`src/sv/tgla_pkg.sv`:
```
// Types, constants and arithmetic helpers for the text glyph layout block.
// Used by the channel interfaces and by the front, queue, back and top modules.
`timescale 1ns / 1ps
`default_nettype none
package tgla_pkg;

  localparam int FRAC_BITS = 4;
  localparam int COORD_W   = 20;
  localparam int DELTA_W   = 22;
  localparam int WIDE_W    = 23;
  localparam int CHAR_W    = 16;
  localparam int METRIC_W  = 16;
  localparam int GLYPH_W   = 16;
  localparam int GH_W      = 16;
  localparam int ALIGN_W   = 2;
  localparam int CFG_IDX_W = 3;
  localparam int CFG_DAT_W = 20;

  localparam int QUEUE_DEPTH = 4;
  localparam int QPTR_W      = 2;
  localparam int QCNT_W      = 3;

  localparam logic [CHAR_W-1:0] NEWLINE_CODE = CHAR_W'(10);

  localparam logic [ALIGN_W-1:0] H_LEFT   = 2'd0;
  localparam logic [ALIGN_W-1:0] H_CENTRE = 2'd1;
  localparam logic [ALIGN_W-1:0] H_RIGHT  = 2'd2;
  localparam logic [ALIGN_W-1:0] V_TOP    = 2'd0;
  localparam logic [ALIGN_W-1:0] V_MIDDLE = 2'd1;
  localparam logic [ALIGN_W-1:0] V_BOTTOM = 2'd2;

  localparam logic [CFG_IDX_W-1:0] REG_ORIGIN_X     = 3'd0;
  localparam logic [CFG_IDX_W-1:0] REG_ORIGIN_Y     = 3'd1;
  localparam logic [CFG_IDX_W-1:0] REG_H_ALIGN      = 3'd2;
  localparam logic [CFG_IDX_W-1:0] REG_V_ALIGN      = 3'd3;
  localparam logic [CFG_IDX_W-1:0] REG_MULTILINE    = 3'd4;
  localparam logic [CFG_IDX_W-1:0] REG_GLYPH_HEIGHT = 3'd5;
  localparam logic [CFG_IDX_W-1:0] REG_OFFSET_X     = 3'd6;
  localparam logic [CFG_IDX_W-1:0] REG_OFFSET_Y     = 3'd7;

  localparam logic [GH_W-1:0] GH_RESET = GH_W'(256);

  localparam logic signed [COORD_W-1:0] COORD_MAX = COORD_W'((1 << (COORD_W - 1)) - 1);
  localparam logic signed [COORD_W-1:0] COORD_MIN = COORD_W'(1 << (COORD_W - 1));
  localparam logic signed [WIDE_W-1:0]  WIDE_MAX  = WIDE_W'((1 << (COORD_W - 1)) - 1);
  localparam logic signed [WIDE_W-1:0]  WIDE_MIN  = -WIDE_W'(1 << (COORD_W - 1));
  localparam logic signed [DELTA_W-1:0] ONE_PX    = DELTA_W'(1 << FRAC_BITS);
  localparam logic signed [DELTA_W-1:0] HALF_PX   = DELTA_W'(1 << FRAC_BITS) >>> 1;

  typedef enum logic [1:0] {
    CMD_STORE,
    CMD_LINE,
    CMD_FINISH
  } cmd_kind_t;

  typedef struct packed {
    cmd_kind_t                   kind;
    logic signed [COORD_W-1:0]   x;
    logic signed [COORD_W-1:0]   y;
    logic [GLYPH_W-1:0]          glyph;
    logic signed [DELTA_W-1:0]   dx;
    logic signed [DELTA_W-1:0]   dy;
    logic                        drop;
  } cmd_t;

  typedef struct packed {
    logic signed [COORD_W-1:0] x;
    logic signed [COORD_W-1:0] y;
    logic [GLYPH_W-1:0]        glyph;
  } entry_t;

  typedef struct packed {
    logic signed [COORD_W-1:0] origin_x;
    logic signed [COORD_W-1:0] origin_y;
    logic [ALIGN_W-1:0]        h_align;
    logic [ALIGN_W-1:0]        v_align;
    logic                      multiline;
    logic [GH_W-1:0]           glyph_height;
    logic signed [COORD_W-1:0] offset_x;
    logic signed [COORD_W-1:0] offset_y;
  } cfg_t;

  typedef struct packed {
    logic full;
    logic empty;
  } q_stat_t;

  typedef enum logic [1:0] {
    FR_IDLE,
    FR_MAIN,
    FR_FIN
  } fr_state_t;

  typedef enum logic [2:0] {
    B_IDLE,
    B_LRD,
    B_LWR,
    B_ERD,
    B_ELD
  } bk_state_t;

  function automatic logic signed [COORD_W-1:0] sat_coord(
    input logic signed [WIDE_W-1:0] v
  );
    logic signed [COORD_W-1:0] r;
    if (v > WIDE_MAX) begin
      r = COORD_MAX;
    end else if (v < WIDE_MIN) begin
      r = COORD_MIN;
    end else begin
      r = v[COORD_W-1:0];
    end
    return r;
  endfunction

  // sel 1: half width, sel 2: full width, both rounded half up to whole pixels
  function automatic logic signed [DELTA_W-1:0] round_delta(
    input logic signed [DELTA_W-1:0] w,
    input logic [ALIGN_W-1:0]        sel
  );
    logic signed [DELTA_W-1:0] t;
    logic signed [DELTA_W-1:0] r;
    t = '0;
    r = '0;
    unique case (sel)
      H_CENTRE: begin
        t = w + ONE_PX;
        r = (t >>> (FRAC_BITS + 1)) <<< FRAC_BITS;
      end
      H_RIGHT: begin
        t = w + HALF_PX;
        r = (t >>> FRAC_BITS) <<< FRAC_BITS;
      end
      default: begin
        r = '0;
      end
    endcase
    return r;
  endfunction

endpackage
`default_nettype wire

```
`src/sv/tgla_if.sv`:
```
// Channel interfaces: character input, placement output, register writes.
// Depends on tgla_pkg for field widths.
`timescale 1ns / 1ps
`default_nettype none
interface tgla_in_if;
  import tgla_pkg::*;
  logic                       valid;
  logic                       ready;
  logic [CHAR_W-1:0]          char_code;
  logic                       glyph_found;
  logic signed [METRIC_W-1:0] glyph_bearing;
  logic [METRIC_W-1:0]        glyph_advance;
  logic [GLYPH_W-1:0]         glyph_number;
  logic                       last_char;
  modport source (output valid, char_code, glyph_found, glyph_bearing, glyph_advance,
                  glyph_number, last_char, input ready);
  modport sink (input valid, char_code, glyph_found, glyph_bearing, glyph_advance,
                glyph_number, last_char, output ready);
endinterface

`default_nettype wire

```
`src/sv/tgla_front.sv`:
```
// Front part: accepts characters, tracks the pen and classifies each item
// into store, line-break and finish commands. Depends on tgla_pkg, tgla_if.
`timescale 1ns / 1ps
`default_nettype none
module tgla_front #(
  parameter int MAX_GLYPHS = 64
) (
  input  wire logic              clk,
  input  wire logic              rst_n,
  tgla_in_if.sink                in_ch,
  input  wire tgla_pkg::cfg_t    cfg,
  input  wire tgla_pkg::q_stat_t q_stat,
  output logic                   push,
  output tgla_pkg::cmd_t         push_cmd
);
  import tgla_pkg::*;

  localparam int CNT_W = $clog2(MAX_GLYPHS + 1);

  fr_state_t st_r, st_nxt;

  logic [CHAR_W-1:0]          code_r;
  logic                       found_r;
  logic signed [METRIC_W-1:0] bearing_r;
  logic [METRIC_W-1:0]        advance_r;
  logic [GLYPH_W-1:0]         gnum_r;
  logic                       last_r;

  logic                      open_r, open_nxt;
  logic signed [COORD_W-1:0] pen_x_r, pen_x_nxt;
  logic signed [COORD_W-1:0] pen_y_r, pen_y_nxt;
  logic signed [COORD_W-1:0] anc_x_r, anc_x_nxt;
  logic signed [COORD_W-1:0] anc_y_r, anc_y_nxt;
  logic [CNT_W-1:0]          cnt_r, cnt_nxt;
  logic                      drop_r, drop_nxt;

  logic                      accept;
  logic                      is_nl;
  logic                      room;
  logic                      need_push;
  logic signed [WIDE_W-1:0]  sum_x;
  logic signed [WIDE_W-1:0]  sum_y;
  logic signed [WIDE_W-1:0]  adv_x;
  logic signed [WIDE_W-1:0]  down_y;
  logic signed [DELTA_W-1:0] line_w;
  logic signed [DELTA_W-1:0] block_h;

  assign accept    = in_ch.valid && in_ch.ready;
  assign is_nl     = cfg.multiline && (code_r == NEWLINE_CODE);
  assign room      = (cnt_r < CNT_W'(MAX_GLYPHS));
  assign need_push = is_nl || (found_r && room);

  assign sum_x   = WIDE_W'(pen_x_r) + WIDE_W'(bearing_r) + WIDE_W'(cfg.offset_x);
  assign sum_y   = WIDE_W'(pen_y_r) + WIDE_W'(cfg.offset_y);
  assign adv_x   = WIDE_W'(pen_x_r) + $signed({{(WIDE_W-METRIC_W){1'b0}}, advance_r});
  assign down_y  = WIDE_W'(pen_y_r) + $signed({{(WIDE_W-GH_W){1'b0}}, cfg.glyph_height});
  assign line_w  = DELTA_W'(pen_x_r) - DELTA_W'(anc_x_r);
  assign block_h = $signed({{(DELTA_W-GH_W){1'b0}}, cfg.glyph_height})
                   + DELTA_W'(pen_y_r) - DELTA_W'(anc_y_r);

  always_comb begin
    st_nxt = st_r;
    unique case (st_r)
      FR_IDLE: begin
        if (accept) begin
          st_nxt = FR_MAIN;
        end
      end
      FR_MAIN: begin
        if (!(need_push && q_stat.full)) begin
          st_nxt = last_r ? FR_FIN : FR_IDLE;
        end
      end
      FR_FIN: begin
        if (!q_stat.full) begin
          st_nxt = FR_IDLE;
        end
      end
      default: begin
        st_nxt = FR_IDLE;
      end
    endcase
  end

  always_comb begin
    in_ch.ready    = (st_r == FR_IDLE);
    push           = 1'b0;
    push_cmd       = '0;
    push_cmd.kind  = CMD_STORE;
    open_nxt       = open_r;
    pen_x_nxt      = pen_x_r;
    pen_y_nxt      = pen_y_r;
    anc_x_nxt      = anc_x_r;
    anc_y_nxt      = anc_y_r;
    cnt_nxt        = cnt_r;
    drop_nxt       = drop_r;
    unique case (st_r)
      FR_IDLE: begin
        if (accept && !open_r) begin
          open_nxt  = 1'b1;
          anc_x_nxt = cfg.origin_x;
          anc_y_nxt = cfg.origin_y;
          pen_x_nxt = cfg.origin_x;
          pen_y_nxt = cfg.origin_y;
          cnt_nxt   = '0;
          drop_nxt  = 1'b0;
        end
      end
      FR_MAIN: begin
        if (!(need_push && q_stat.full)) begin
          if (is_nl) begin
            push          = 1'b1;
            push_cmd.kind = CMD_LINE;
            push_cmd.dx   = round_delta(line_w, cfg.h_align);
            pen_x_nxt     = anc_x_r;
            pen_y_nxt     = sat_coord(down_y);
          end else if (found_r) begin
            if (room) begin
              push           = 1'b1;
              push_cmd.kind  = CMD_STORE;
              push_cmd.x     = sat_coord(sum_x);
              push_cmd.y     = sat_coord(sum_y);
              push_cmd.glyph = gnum_r;
              cnt_nxt        = cnt_r + CNT_W'(1);
            end else begin
              drop_nxt = 1'b1;
            end
            pen_x_nxt = sat_coord(adv_x);
          end
        end
      end
      FR_FIN: begin
        if (!q_stat.full) begin
          push          = 1'b1;
          push_cmd.kind = CMD_FINISH;
          push_cmd.dx   = round_delta(line_w, cfg.h_align);
          push_cmd.dy   = round_delta(block_h, cfg.v_align);
          push_cmd.drop = drop_r;
          open_nxt      = 1'b0;
        end
      end
      default: begin
        push = 1'b0;
      end
    endcase
  end

  always_ff @(posedge clk) begin
    if (!rst_n) begin
      st_r    <= FR_IDLE;
      open_r  <= 1'b0;
      pen_x_r <= '0;
      pen_y_r <= '0;
      anc_x_r <= '0;
      anc_y_r <= '0;
      cnt_r   <= '0;
      drop_r  <= 1'b0;
    end else begin
      st_r    <= st_nxt;
      open_r  <= open_nxt;
      pen_x_r <= pen_x_nxt;
      pen_y_r <= pen_y_nxt;
      anc_x_r <= anc_x_nxt;
      anc_y_r <= anc_y_nxt;
      cnt_r   <= cnt_nxt;
      drop_r  <= drop_nxt;
    end
    if (accept) begin
      code_r    <= in_ch.char_code;
      found_r   <= in_ch.glyph_found;
      bearing_r <= in_ch.glyph_bearing;
      advance_r <= in_ch.glyph_advance;
      gnum_r    <= in_ch.glyph_number;
      last_r    <= in_ch.last_char;
    end
  end
endmodule
`default_nettype wire

```
`src/flat_wrapper.sv`:
```
// flat-port wrapper written by rule: the top's interface ports become plain ports
module tgla_front_flat import tgla_pkg::*;
#(
  parameter int MAX_GLYPHS = 64
)
  (clk, rst_n, cfg, q_stat, push, push_cmd, in_ch_valid, in_ch_char_code, in_ch_glyph_found, in_ch_glyph_bearing, in_ch_glyph_advance, in_ch_glyph_number, in_ch_last_char, in_ch_ready);
  tgla_in_if in_ch_i ();
  input  wire logic clk;
  input  wire logic rst_n;
  input  wire tgla_pkg::cfg_t cfg;
  input  wire tgla_pkg::q_stat_t q_stat;
  output logic push;
  output tgla_pkg::cmd_t push_cmd;
  input wire logic [$bits(in_ch_i.valid)-1:0] in_ch_valid;
  input wire logic [$bits(in_ch_i.char_code)-1:0] in_ch_char_code;
  input wire logic [$bits(in_ch_i.glyph_found)-1:0] in_ch_glyph_found;
  input wire logic [$bits(in_ch_i.glyph_bearing)-1:0] in_ch_glyph_bearing;
  input wire logic [$bits(in_ch_i.glyph_advance)-1:0] in_ch_glyph_advance;
  input wire logic [$bits(in_ch_i.glyph_number)-1:0] in_ch_glyph_number;
  input wire logic [$bits(in_ch_i.last_char)-1:0] in_ch_last_char;
  output wire logic [$bits(in_ch_i.ready)-1:0] in_ch_ready;
  assign in_ch_i.valid = in_ch_valid;
  assign in_ch_i.char_code = in_ch_char_code;
  assign in_ch_i.glyph_found = in_ch_glyph_found;
  assign in_ch_i.glyph_bearing = in_ch_glyph_bearing;
  assign in_ch_i.glyph_advance = in_ch_glyph_advance;
  assign in_ch_i.glyph_number = in_ch_glyph_number;
  assign in_ch_i.last_char = in_ch_last_char;
  assign in_ch_ready = in_ch_i.ready;
  tgla_front #(.MAX_GLYPHS(MAX_GLYPHS)) u_core (.clk(clk), .rst_n(rst_n), .in_ch(in_ch_i), .cfg(cfg), .q_stat(q_stat), .push(push), .push_cmd(push_cmd));
endmodule
```
`config.mk`:
```
export PLATFORM = sky130hd
export DESIGN_NAME = tgla_front_flat
export DESIGN_NICKNAME = d
export VERILOG_FILES = /design/src/sv/tgla_pkg.sv /design/src/sv/tgla_if.sv /design/src/sv/tgla_front.sv /design/src/flat_wrapper.sv
export SDC_FILE = /design/constraint.sdc
export NUM_CORES = 1
export LEC_CHECK = 0
export ABC_AREA = 1
export ABC_CLOCK_PERIOD_IN_PS = 5300
export BUFFER_PORTS_ARGS = -buffer_cell sky130_fd_sc_hd__buf_4
export CORE_ASPECT_RATIO = 0.75
export CORE_MARGIN = 2
export CORE_UTILIZATION = 58
export CTS_CLUSTER_SIZE = 28
export DETAILED_ROUTE_END_ITERATION = 8
export HOLD_SLACK_MARGIN = 0.1
export PLACE_DENSITY = 0.82
export RECOVER_POWER = 50
export SYNTH_ARGS = -nofsm -noshare
export SYNTH_HDL_FRONTEND = slang
export SYNTH_SLANG_ARGS = --single-unit
```
`constraint.sdc`:
```
create_clock -name clk -period 5.3 [get_ports clk]
set_input_delay 0.795 -clock clk [delete_from_list [all_inputs] [get_ports clk]]
set_output_delay 0.795 -clock clk [all_outputs]
set_load 0.1 [all_outputs]
```
==> After elaboration in Yosys (flattened, before gate mapping) <==
Cells that the tools add are included.
{ "word_totals": {"register_bits": 157, "input_bits": 172, "wordCells": 127, "output_inout_bits": 105} }
{ "classes": {"addsub": 13, "n_reduce_logical": 17, "eq_ne": 17, "magnitude_cmp": 9, "n_mux": 57} }
{ "op_table": {"columns": ["cell", "n"], "rows": [
  ["$mux 20", 15],
  ["$mux 56", 3],
  ["$pmux 22 s2", 3],
  ["$gt 23x20->1 const B", 4],
  ["$lt 23x20->1 const B", 4],
  ["$mux 80", 1],
  ["$pmux 20 s2", 2],
  ["$mux 58", 1],
  ["$mux 45", 1],
  ["$add 22x5->22 const B", 2],
  ["$add 22x6->22 const B", 2],
  ["$add 20x17->21", 2],
  ["$mux 7", 5],
  ["$mux 23", 1],
  ["$add 21x20->22", 1],
  ["$mux 22", 1],
  ["$sub 21x20->22", 1],
  ["$add 17x20->21", 1],
  ["$add 20x16->21", 1],
  ["$add 20x20->21", 1],
  ["$sub 20x20->21", 1],
  ["$eq 16x4->1 const B", 1],
  ["$pmux 7 s2", 1],
  ["$mux 1", 12],
  ["other kinds (20)", 46]
]} }

==> Depth between registers and ports, before layout <==
Gate-level depths: netlist of run 1.
{ "logic_depth": {"word_depth": 10, "mapped_depth": 22, "depth_no_buf": 22} }

==> Worst setup path before layout of run 1 <==
OpenSTA, ideal clock, no wires.
{ "synth_path": {"path_kind": "input -> output", "startpoint": "input cfg[0] (netlist name)", "endpoint": "output push_cmd[79] (netlist name)", "arrival_time_ns": 4.754, "required_ns": 4.505, "cell_stages": 13, "slack_ns": -0.249, "n_path_buf": 0, "path_cell_list": "ha_1 > inv_1 > fa_1 > inv_1 > nand2_1 > o21ai_0 > a21oi_1 > o21ai_0 > nand2_1 > nand2_1 > a21oi_1 > xor2_1 > o21ai_0"} }
{ "synth_lines": {"columns": ["element", "line_no", "text"], "rows": [
  ["from (decl)", "flat_wrapper.sv:10", "input wire tgla_pkg::cfg_t cfg;"],
  ["to (decl)", "flat_wrapper.sv:13", "output tgla_pkg::cmd_t push_cmd;"]
]} }

==> impl_metrics.json, run 1 <==
{
  "sequentialPowerShare_pct": 19.6,
  "grt_pass1_vias": 16100,
  "grt_pass1_wl_mm": 81.4,
  "antenna_found_initial": 6,
  "hpwl_mm": 42.0,
  "ys.flop_type": "dfxtp_1",
  "pwr-share-comb_pct": 66.0,
  "fin_skew_ps": 11.9,
  "synth_edf_count": 66,
  "rows": 52,
  "seq_area_frac_synth_pct": 23.8,
  "die_area_sq_um": 28900,
  "syn_inst": 2453,
  "core_area_sq_um": 27000,
  "die_w_um": 196,
  "async_reset_ff_share_pct": 0,
  "max_cap_viol_count": 2,
  "grt_usage_pct": 35.2,
  "wl_mm": 51.8,
  "drc": 0,
  "critPathBufInv": 5,
  "hold_class": "flop to flop",
  "antenna_left": 0,
  "ys_ff_latch": 157,
  "p_int_uw": 3830,
  "synth.top_cells.by_count": "nand2_1, inv_1, nor2_1",
  "crit_arrival_ps": 4270,
  "io_buffers": 267,
  "start_util_pct": 59.2,
  "seqCellArea_sq_um": 3810,
  "place.gp.congestion": 0.971,
  "vias": 17500,
  "critPathLaunchType": "primary input",
  "yosysTopAreaCellShare_pct": 14.6,
  "synth_area_leaders": "nand2_1, edfxtp_1, dfxtp_1",
  "clock_power_share_pct": 14.4,
  "routed_via_density": 5.71,
  "design_area_sq_um": 18900,
  "finalPower_uw": 8350,
  "die_h_um": 148,
  "layout-drive-gt1-share_pct": 13.6,
  "yosysWarnings": 0,
  "max_freq_mhz": 198,
  "crit_chain": "buf_4 > inv_1 > fa_1 > inv_1 > ha_1 > nand2_1 > nor2_2 > nand2_1 > nand3_2 > xor2_4 > ha_1 > inv_1 > nor2_1 > nand2_1 > nor2_2 > nand3_1 > o21ai_0 > nand3_1 > a21oi_2 > buf_6",
  "required_ps": 4510,
  "grt_overflow_total": 0,
  "cts_sinks": 157,
  "yosysMostFrequentCell": "nand2_1",
  "nets": 3036,
  "drv_slew": 110,
  "clk_path_buf_depth": 2,
  "p_sw_uw": 4520,
  "outcome": "finished with violations",
  "insertion_delay_ps": 440,
  "relSlewSlack_pct": -65.0,
  "cts_inserted_buffers": 17,
  "critical_path_class": "primary input to output pin",
  "critPathCaptureType": "output pin",
  "ctsHoldBuffers": 0,
  "dp.cells": 3029,
  "p_leak_uw": 0.00938,
  "setup_viol": 0,
  "finalWorstPathRequiredPeriod_ps": 5060,
  "final_cells": 3066,
  "drt_iter0_drc": 1597,
  "failed_checks": "capacitance limit, slew limit",
  "multi_input_comb_area_sq_um": 10700,
  "cpPeakStageDelay_ps": 620,
  "syn_to_final_growth_pct": 18.3,
  "slowest_stage": "fa_1",
  "tightest_slew_ps": 2480,
  "avgSynthCellArea_sq_um": 6.51,
  "tritoncts": "built",
  "boundaryPins": 277,
  "placed_cell_area_sq_um": 18300,
  "rsz0062_at_grt": "false",
  "fillers": 2357,
  "fin_crit_sh_pct": 95.5,
  "crit_family": "simple AND/OR/NAND/NOR gates",
  "clk_pin_slew_ps": 60,
  "synth_cell_types": 53,
  "cp_max_fo": 5,
  "syn-cell-area_sq_um": 16000,
  "p_per_area_nw_per_um2": 442,
  "p_sw_share_pct": 54.1,
  "cts.htree.levels": 4,
  "hold_violations": 0,
  "grt_max_degree": 65,
  "ir_drop_mv": 0.224,
  "wl_per_cell_um": 16.9,
  "detail_route.first_pass.iterations": 6,
  "synth_largest_area_cell": "nand2_1",
  "cts-root-buf": "clkbuf_16"
}
-- worst reg2reg max path: cells and delay by family, from the launching register on --
| kind | cells | cell delay, ps |
|---|---|---|
| and+or+nand+nor | 2 | 270 |
| AOI/OAI and AO/OA | 1 | 220 |
| adders and majority gates | 1 | 240 |
| DFF | 1 | 330 |
| buffers and inverters | 3 | 2530 |
-- path summary, 6_finish.rpt --
| path | cells after the start | to | startpoint | slack (ps) |
|---|---|---|---|---|
| max | 20 | push_cmd[21] | cfg[41] | 240 |
| min | 2 | u_core.drop_r$_SDFFE_PN0P_ | u_core.drop_r$_SDFFE_PN0P_ | 460 |
| max reg2reg | 7 | u_core.st_r[0]$_SDFFE_PN0P_ | u_core.st_r[0]$_SDFFE_PN0P_ | 1620 |
| min reg2reg | 2 | u_core.drop_r$_SDFFE_PN0P_ | u_core.drop_r$_SDFFE_PN0P_ | 460 |
-- power by group through the flow --
stage	registers, uW	clock network (uW)	logic (uW)
after global routing	1650	1250	6160
after global placement	1630	0	5200
after floorplan	1560	0	4090
final	1630	1210	5510
after detailed placement	1640	0	5310
after CTS	1620	1210	5360
-- area by class of cell --
cell class | count | share of cell area [%]
flip-flops and latches | 157 | 20.1
clock buffers | 18 | 2.27
well taps | 351 | 2.32
inverters | 342 | 6.79
repair buffers | 279 | 11.0
diodes | 5 | 0.0662
clock inverters | 14 | 0.721
multi-input cells | 1900 | 56.7
-- flip-flops by register name (all words and copies together) (netlist names) --
register          count
u_core.code_r        16
u_core.pen_y_r       20
u_core.bearing_r     16
u_core.gnum_r        16
u_core.drop_r         1
u_core.open_r         1
u_core.st_r           2
u_core.pen_x_r       20
u_core.anc_y_r       20
u_core.found_r        1
u_core.advance_r     16
u_core.last_r         1
u_core.anc_x_r       20
u_core.cnt_r          7
-- layout by cell type, fill, tap and decap left out, types with 9 or more instances in the layout --
master	count
o21ai_0	164
nand4_1	39
a21oi_2	16
fa_1	39
nand3_1	180
ha_1	128
dfxtp_1	89
or2_2	9
edfxtp_1	66
a21oi_1	226
xor2_1	40
a221oi_1	20
buf_4	206
nor3b_1	16
inv_1	335
xnor2_1	23
nor3_1	16
nor2_2	12
nor2_1	246
nand2_1	622
nand2_2	12
clkbuf_16	17
clkbuf_4	59
clkbuf_1	10
-- stage by stage --
stage	utilization (%)	TNS, ps	hold slack [ps]	setup slack (ps)
after detailed placement	67.8	0	455	143
after global routing	70.0	0	491	10.9
final	70.0	0	463	239
after floorplan	-	-94.7	435	-15.8
after CTS	69.9	0	463	67.4
after global placement	67.8	0	449	295
-- timing repair --
item | 4_1_cts | 5_1_grt
setup endpoints to repair | 0 | 34
setup buffers | 0 | 0
gates resized for setup | 0 | 15
-- logic make-up after synthesis --
group                      share of synthesized area [%]
DFF                                                 23.8
xor gates and xnor gates                            3.71
and+or+nand+nor                                     31.3
other                                             0.0235
buffers and inverters                               9.84
AOI/OAI and AO/OA                                   16.5
adders and majority gates                           14.9
-- routing by layer --
metal  track usage, %  vias up  share of wire, %
li1                 -     8587                 -
met1             48.6     7920                43
met2             56.3      914                44
met3             7.28       83                10
met4             9.89        2               2.2
met5                0        -             0.025
Power figures use the tool's default switching activity.
==> inputs of run 2 (changes only) <==
--- a/config.mk
+++ b/config.mk
@@ -15,7 +15,7 @@
 export DETAILED_ROUTE_END_ITERATION = 8
 export HOLD_SLACK_MARGIN = 0.1
 export PLACE_DENSITY = 0.82
-export RECOVER_POWER = 50
+export RECOVER_POWER = 25
 export SYNTH_ARGS = -nofsm -noshare
 export SYNTH_HDL_FRONTEND = slang
 export SYNTH_SLANG_ARGS = --single-unit
==> run 2 against run 1 <==
  * The flow now finishes without violations
  * Sequential power is essentially flat
  * Clock skew about the same
  * Non-clock buffer count unchanged
  * Via count is essentially flat
  * Worst setup slack about the same
  * Sequential cell count stayed put
  * Combinational power is essentially flat
  * Hold slack about the same
  * First-iteration DRC count unchanged
  * Largest power group unchanged
  * Sequential share of layout area about the same
==> impl_metrics.json, run 2 (synthesis gave the netlist of run 1 again) <==
{
  "outcome": "completed",
  "cpPeakStageDelay_ps": 620,
  "grt_pass1_wl_mm": 81.4,
  "cts.htree.levels": 4,
  "detail_route.first_pass.iterations": 6,
  "setup_viol": 0,
  "vias": 17500,
  "place.gp.congestion": 0.971,
  "drc": 0,
  "crit_arrival_ps": 4270,
  "die_w_um": 196,
  "critPathCaptureType": "output pin",
  "hpwl_mm": 42.0,
  "clk_path_buf_depth": 2,
  "insertion_delay_ps": 440,
  "hold_class": "flop to flop",
  "cts-root-buf": "clkbuf_16",
  "critPathLaunchType": "primary input",
  "dp.cells": 3029,
  "routed_via_density": 5.71,
  "fin_crit_sh_pct": 95.5,
  "antenna_left": 0,
  "finalWorstPathRequiredPeriod_ps": 5060,
  "grt_max_degree": 65,
  "rows": 52,
  "final_util_pct": 70.1,
  "drv_slew": 0,
  "rsz0062_at_grt": "false",
  "critical_path_class": "primary input to output pin",
  "fin_skew_ps": 11.6,
  "clk_pin_slew_ps": 60,
  "tritoncts": "built",
  "layout_commonest_cell": "nand2_1",
  "die_h_um": 148,
  "antenna_found_initial": 6,
  "wl_mm": 51.8,
  "cp_max_fo": 5,
  "p_leak_uw": 0.00939,
  "syn_to_final_growth_pct": 18.4,
  "start_util_pct": 59.2,
  "slowest_stage": "fa_1",
  "r2r_setup_slack_ps": 1760,
  "layout-drive-gt1-share_pct": 13.7,
  "ctsHoldBuffers": 0,
  "wl_per_cell_um": 16.9,
  "grt_usage_pct": 35.2,
  "p_per_area_nw_per_um2": 441,
  "core_area_sq_um": 27000,
  "postCtsSetupRepairBufs": 0,
  "grt_overflow_total": 0,
  "layout_common_cells": "nand2_1, inv_1, nor2_1",
  "nets": 3036,
  "cts_inserted_buffers": 17,
  "hold_violations": 0,
  "boundaryPins": 277,
  "ir_drop_mv": 0.224,
  "cts_sinks": 157,
  "required_ps": 4510,
  "max_freq_mhz": 198,
  "io_buffers": 267,
  "die_area_sq_um": 28900,
  "max_cap_viol_count": 0,
  "drt_iter0_drc": 1597,
  "grt_pass1_vias": 16100,
  "fillers": 2355,
  "final_cells": 3066,
  "relSlewSlack_pct": 19.8,
  "tightest_slew_ps": 1200,
  "crit_chain": "buf_4 > inv_1 > fa_1 > inv_1 > ha_1 > nand2_1 > nor2_2 > nand2_1 > nand3_2 > xor2_4 > ha_1 > inv_1 > nor2_1 > nand2_1 > nor2_2 > nand3_1 > o21ai_0 > nand3_1 > a21oi_2 > buf_6"
}
run 2: cell types whose count changed in the layout (fill, tap and decap cells not counted):
| cell | before | now |
|---|---|---|
| buf_4 | 206 | 208 |
| clkbuf_1 | 10 | 8 |
run 2: final timing paths:
check	from	to	cells past startpoint
setup / recovery	cfg[41]	push_cmd[21]	20
setup reg to reg	u_core.st_r[0]$_SDFFE_PN0P_	u_core.pen_x_r[15]$_SDFFE_PN0P_	14
hold reg to reg	u_core.drop_r$_SDFFE_PN0P_	u_core.drop_r$_SDFFE_PN0P_	2
hold / removal	u_core.drop_r$_SDFFE_PN0P_	u_core.drop_r$_SDFFE_PN0P_	2
run 2: report_power, final:
part / internal, uW / switching [uW]
logic: 1730 / 3780
registers: 1440 / 192
clock network: 656 / 551
run 2: stage by stage:
| stage | setup TNS [ps] | hold slack, ps | setup WS (ps) | instance area [sq um] | total power [uW] |
|---|---|---|---|---|---|
| finish | 0 | 463 | 239 | 18900 | 8350 |
| global route | 0 | 491 | 10.9 | 18900 | 9060 |
| CTS | 0 | 463 | 67.4 | 18900 | 8190 |
| detailed placement | 0 | 455 | 143 | 18300 | 6950 |
| global placement | 0 | 449 | 295 | 18300 | 6830 |
| floorplan | -94.7 | 435 | -15.8 | 16100 | 5650 |
run 2: cell type report:
| cell class | instances | area [sq um] | share of cell area, % |
|---|---|---|---|
| Sequential cell | 157 | 3810 | 20.1 |
| Antenna cell | 5 | 12.5 | 0.0661 |
| Clock inverter | 14 | 136 | 0.721 |
| Multi-Input combinational cell | 1900 | 10700 | 56.7 |
| Inverter | 342 | 1280 | 6.79 |
| Timing Repair Buffer | 279 | 2090 | 11.1 |
| Tap cell | 351 | 439 | 2.32 |
| Clock buffer | 18 | 429 | 2.27 |
run 2: layer usage:
layer | routed length [um] | part of all wire [%] | GRT usage [%] | vias up
met1 | 22500 | 43 | 48.6 | 7921
met5 | 13 | 0.025 | 0 | -
met3 | 5260 | 10 | 7.28 | 85
li1 | - | - | - | 8585
met4 | 1130 | 2.2 | 9.89 | 2
met2 | 22900 | 44 | 56.3 | 907
run 2: critical path: cells and delay by family:
| kind | cells | cell delay (ps) |
|---|---|---|
| buffers and inverters | 5 | 560 |
| AOI/OAI and AO/OA | 2 | 410 |
| xor gates and xnor gates | 1 | 220 |
| adders and majority gates | 3 | 1120 |
| and+or+nand+nor | 9 | 1180 |
run 2: repair_timing:
item,CTS,global route
hold endpoints to repair,0,0
setup endpoints to repair,0,34
gates resized for setup,0,15
==> inputs of run 3 (changes only) <==
--- a/config.mk
+++ b/config.mk
@@ -16,6 +16,7 @@
 export HOLD_SLACK_MARGIN = 0.1
 export PLACE_DENSITY = 0.82
 export RECOVER_POWER = 25
+export REMOVE_ABC_BUFFERS = 1
 export SYNTH_ARGS = -nofsm -noshare
 export SYNTH_HDL_FRONTEND = slang
 export SYNTH_SLANG_ARGS = --single-unit
==> run 3 against run 2 <==
  * Via count grew 0.78%
  * Non-clock buffer count is 4 higher
  * Critical endpoint is now push_cmd[17]
  * Worst setup slack worse by 54 ps
  * Total power increased by 1.8%
  * Core utilization up 0.12 points
  * Largest cell class unchanged
  * Critical path type unchanged
  * Hold slack hardly changed
  * Global-route usage is 0.62 points higher
  * Combinational power is 1% higher
==> impl_metrics.json, run 3 (synthesis gave the netlist of run 1 again) <==
{
  "outcome": "completed",
  "cts.htree.levels": 4,
  "ir_drop_mv": 0.301,
  "seqCellArea_sq_um": 3800,
  "die_h_um": 148,
  "start_util_pct": 59.2,
  "tightest_slew_ps": 1330,
  "pre_cts_ws_ps": 295,
  "setup_viol": 0,
  "antenna_left": 0,
  "worst_slack_ps": 185,
  "crit_chain": "buf_4 > inv_1 > fa_1 > inv_1 > ha_1 > nand2_2 > inv_1 > nand2_1 > nand2_1 > inv_1 > nand2_1 > nand2_1 > nand2_1 > nand3_1 > nor2_4 > nand2_2 > nor2_4 > inv_2 > o21ai_0 > nand3_1 > a21oi_2 > buf_6",
  "p_leak_uw": 0.00942,
  "required_ps": 4510,
  "postCtsSetupRepairBufs": 0,
  "ctsHoldBuffers": 0,
  "rows": 52,
  "vias": 17600,
  "path_common_cell": "nand2_1",
  "cts-root-buf": "clkbuf_16",
  "finalPower_uw": 8500,
  "grt_pass1_vias": 16000,
  "boundaryPins": 277,
  "hold_class": "flop to flop",
  "relSlewSlack_pct": 11.5,
  "cts_sinks": 157,
  "cts-resized-gates": 0,
  "max_cap_viol_count": 0,
  "placed_cell_area_sq_um": 18300,
  "insertion_delay_ps": 450,
  "antenna_found_initial": 1,
  "final_cells": 3066,
  "clk_pin_slew_ps": 70,
  "grt_max_degree": 64,
  "place.gp.congestion": 0.980,
  "layout-drive-gt1-share_pct": 13.3,
  "critical_path_class": "primary input to output pin",
  "io_buffers": 267,
  "finalWorstPathRequiredPeriod_ps": 5120,
  "drv_slew": 0,
  "hold_violations": 0,
  "grt_pass1_wl_mm": 82.8,
  "layout_common_cells": "nand2_1, inv_1, nor2_1",
  "die_w_um": 196,
  "tritoncts": "built",
  "critPathCaptureType": "output pin",
  "dp.cells": 3033,
  "fillers": 2329,
  "critPathLaunchType": "primary input",
  "cp_max_fo": 6,
  "max_freq_mhz": 195,
  "layout_commonest_cell": "nand2_1",
  "routed_via_density": 5.75,
  "setup-tns-final_ps": 0,
  "cts_inserted_buffers": 17,
  "fin_crit_sh_pct": 96.5,
  "drt_iter0_drc": 2074,
  "die_area_sq_um": 28900,
  "fin_skew_ps": 17.8,
  "wl_per_cell_um": 16.9,
  "syn_to_final_growth_pct": 18.6,
  "hpwl_mm": 41.8,
  "grt_usage_pct": 35.8,
  "core_area_sq_um": 27000,
  "p_per_area_nw_per_um2": 448,
  "slowest_stage": "fa_1",
  "design_area_sq_um": 18900,
  "nets": 3040,
  "cpPeakStageDelay_ps": 540,
  "grt_overflow_total": 0,
  "detail_route.first_pass.iterations": 6,
  "clk_path_buf_depth": 2,
  "wl_mm": 51.9,
  "crit_arrival_ps": 4320,
  "drc": 0,
  "r2r_setup_slack_ps": 1590,
  "rsz0062_at_grt": "true",
  "multi_input_comb_area_sq_um": 10700
}
[run 3: changes by cell type in the layout (fill, tap and decap cells not counted), moves of 3 or more]
cell      before  now
a21oi_1      226  235
a21oi_2       16    7
buf_6          4    8
clkbuf_1       8   12
clkbuf_4      59   55
clkinv_4       4    1
clkinv_8       0    6
diode_2        5    1
inv_12         0    3
o21ai_0      164  167
o21ai_1        6    3
[run 3: through the flow]
step | hold WS, ps | utilization (%)
6_report | 463 | 70.2
5_1_grt | 499 | 70.2
4_1_cts | 466 | 70.0
3_5_place_dp | 454 | 67.7
3_3_place_gp | 449 | 67.7
2_1_floorplan | 435 | -
[run 3: final cells by class]
type                       count  area share (%)
antenna                        1          0.0132
clock buffer                  17            2.24
clock inverter                15            1.08
inverter                     342            6.77
multi-input combinational   1900            56.3
sequential                   157            20.1
tap                          351            2.32
timing repair buffer         283            11.2
[run 3: path summary, 6_finish.rpt]
kind / start / cells past startpoint / end
setup / recovery: cfg[45] / 22 / push_cmd[17]
hold / removal: u_core.drop_r$_SDFFE_PN0P_ / 2 / u_core.drop_r$_SDFFE_PN0P_
setup reg to reg: u_core.st_r[1]$_SDFFE_PN0P_ / 13 / u_core.pen_x_r[2]$_SDFFE_PN0P_
hold reg to reg: u_core.drop_r$_SDFFE_PN0P_ / 2 / u_core.drop_r$_SDFFE_PN0P_
[run 3: layer usage]
metal / part of all wire, % / track usage (%) / vias up
li1: - / - / 8590
met1: 46 / 54.3 / 8088
met2: 41 / 52.8 / 903
met3: 11 / 6.91 / 56
met4: 1.5 / 7.61 / 0
met5: 0 / 0 / -
[run 3: power breakdown]
part | switching, uW | total, uW | internal [uW]
sequential | 170 | 1610 | 1440
clock | 654 | 1310 | 653
combinational | 3840 | 5580 | 1740
[run 3: worst max-delay path, delay by kind of cell]
kind / cells / cell delay [ps]
AND/OR/NAND/NOR: 11 / 1500
buffers and inverters: 7 / 690
adder cells (fa/ha/maj): 2 / 940
AO/OA/AOI/OAI: 2 / 380
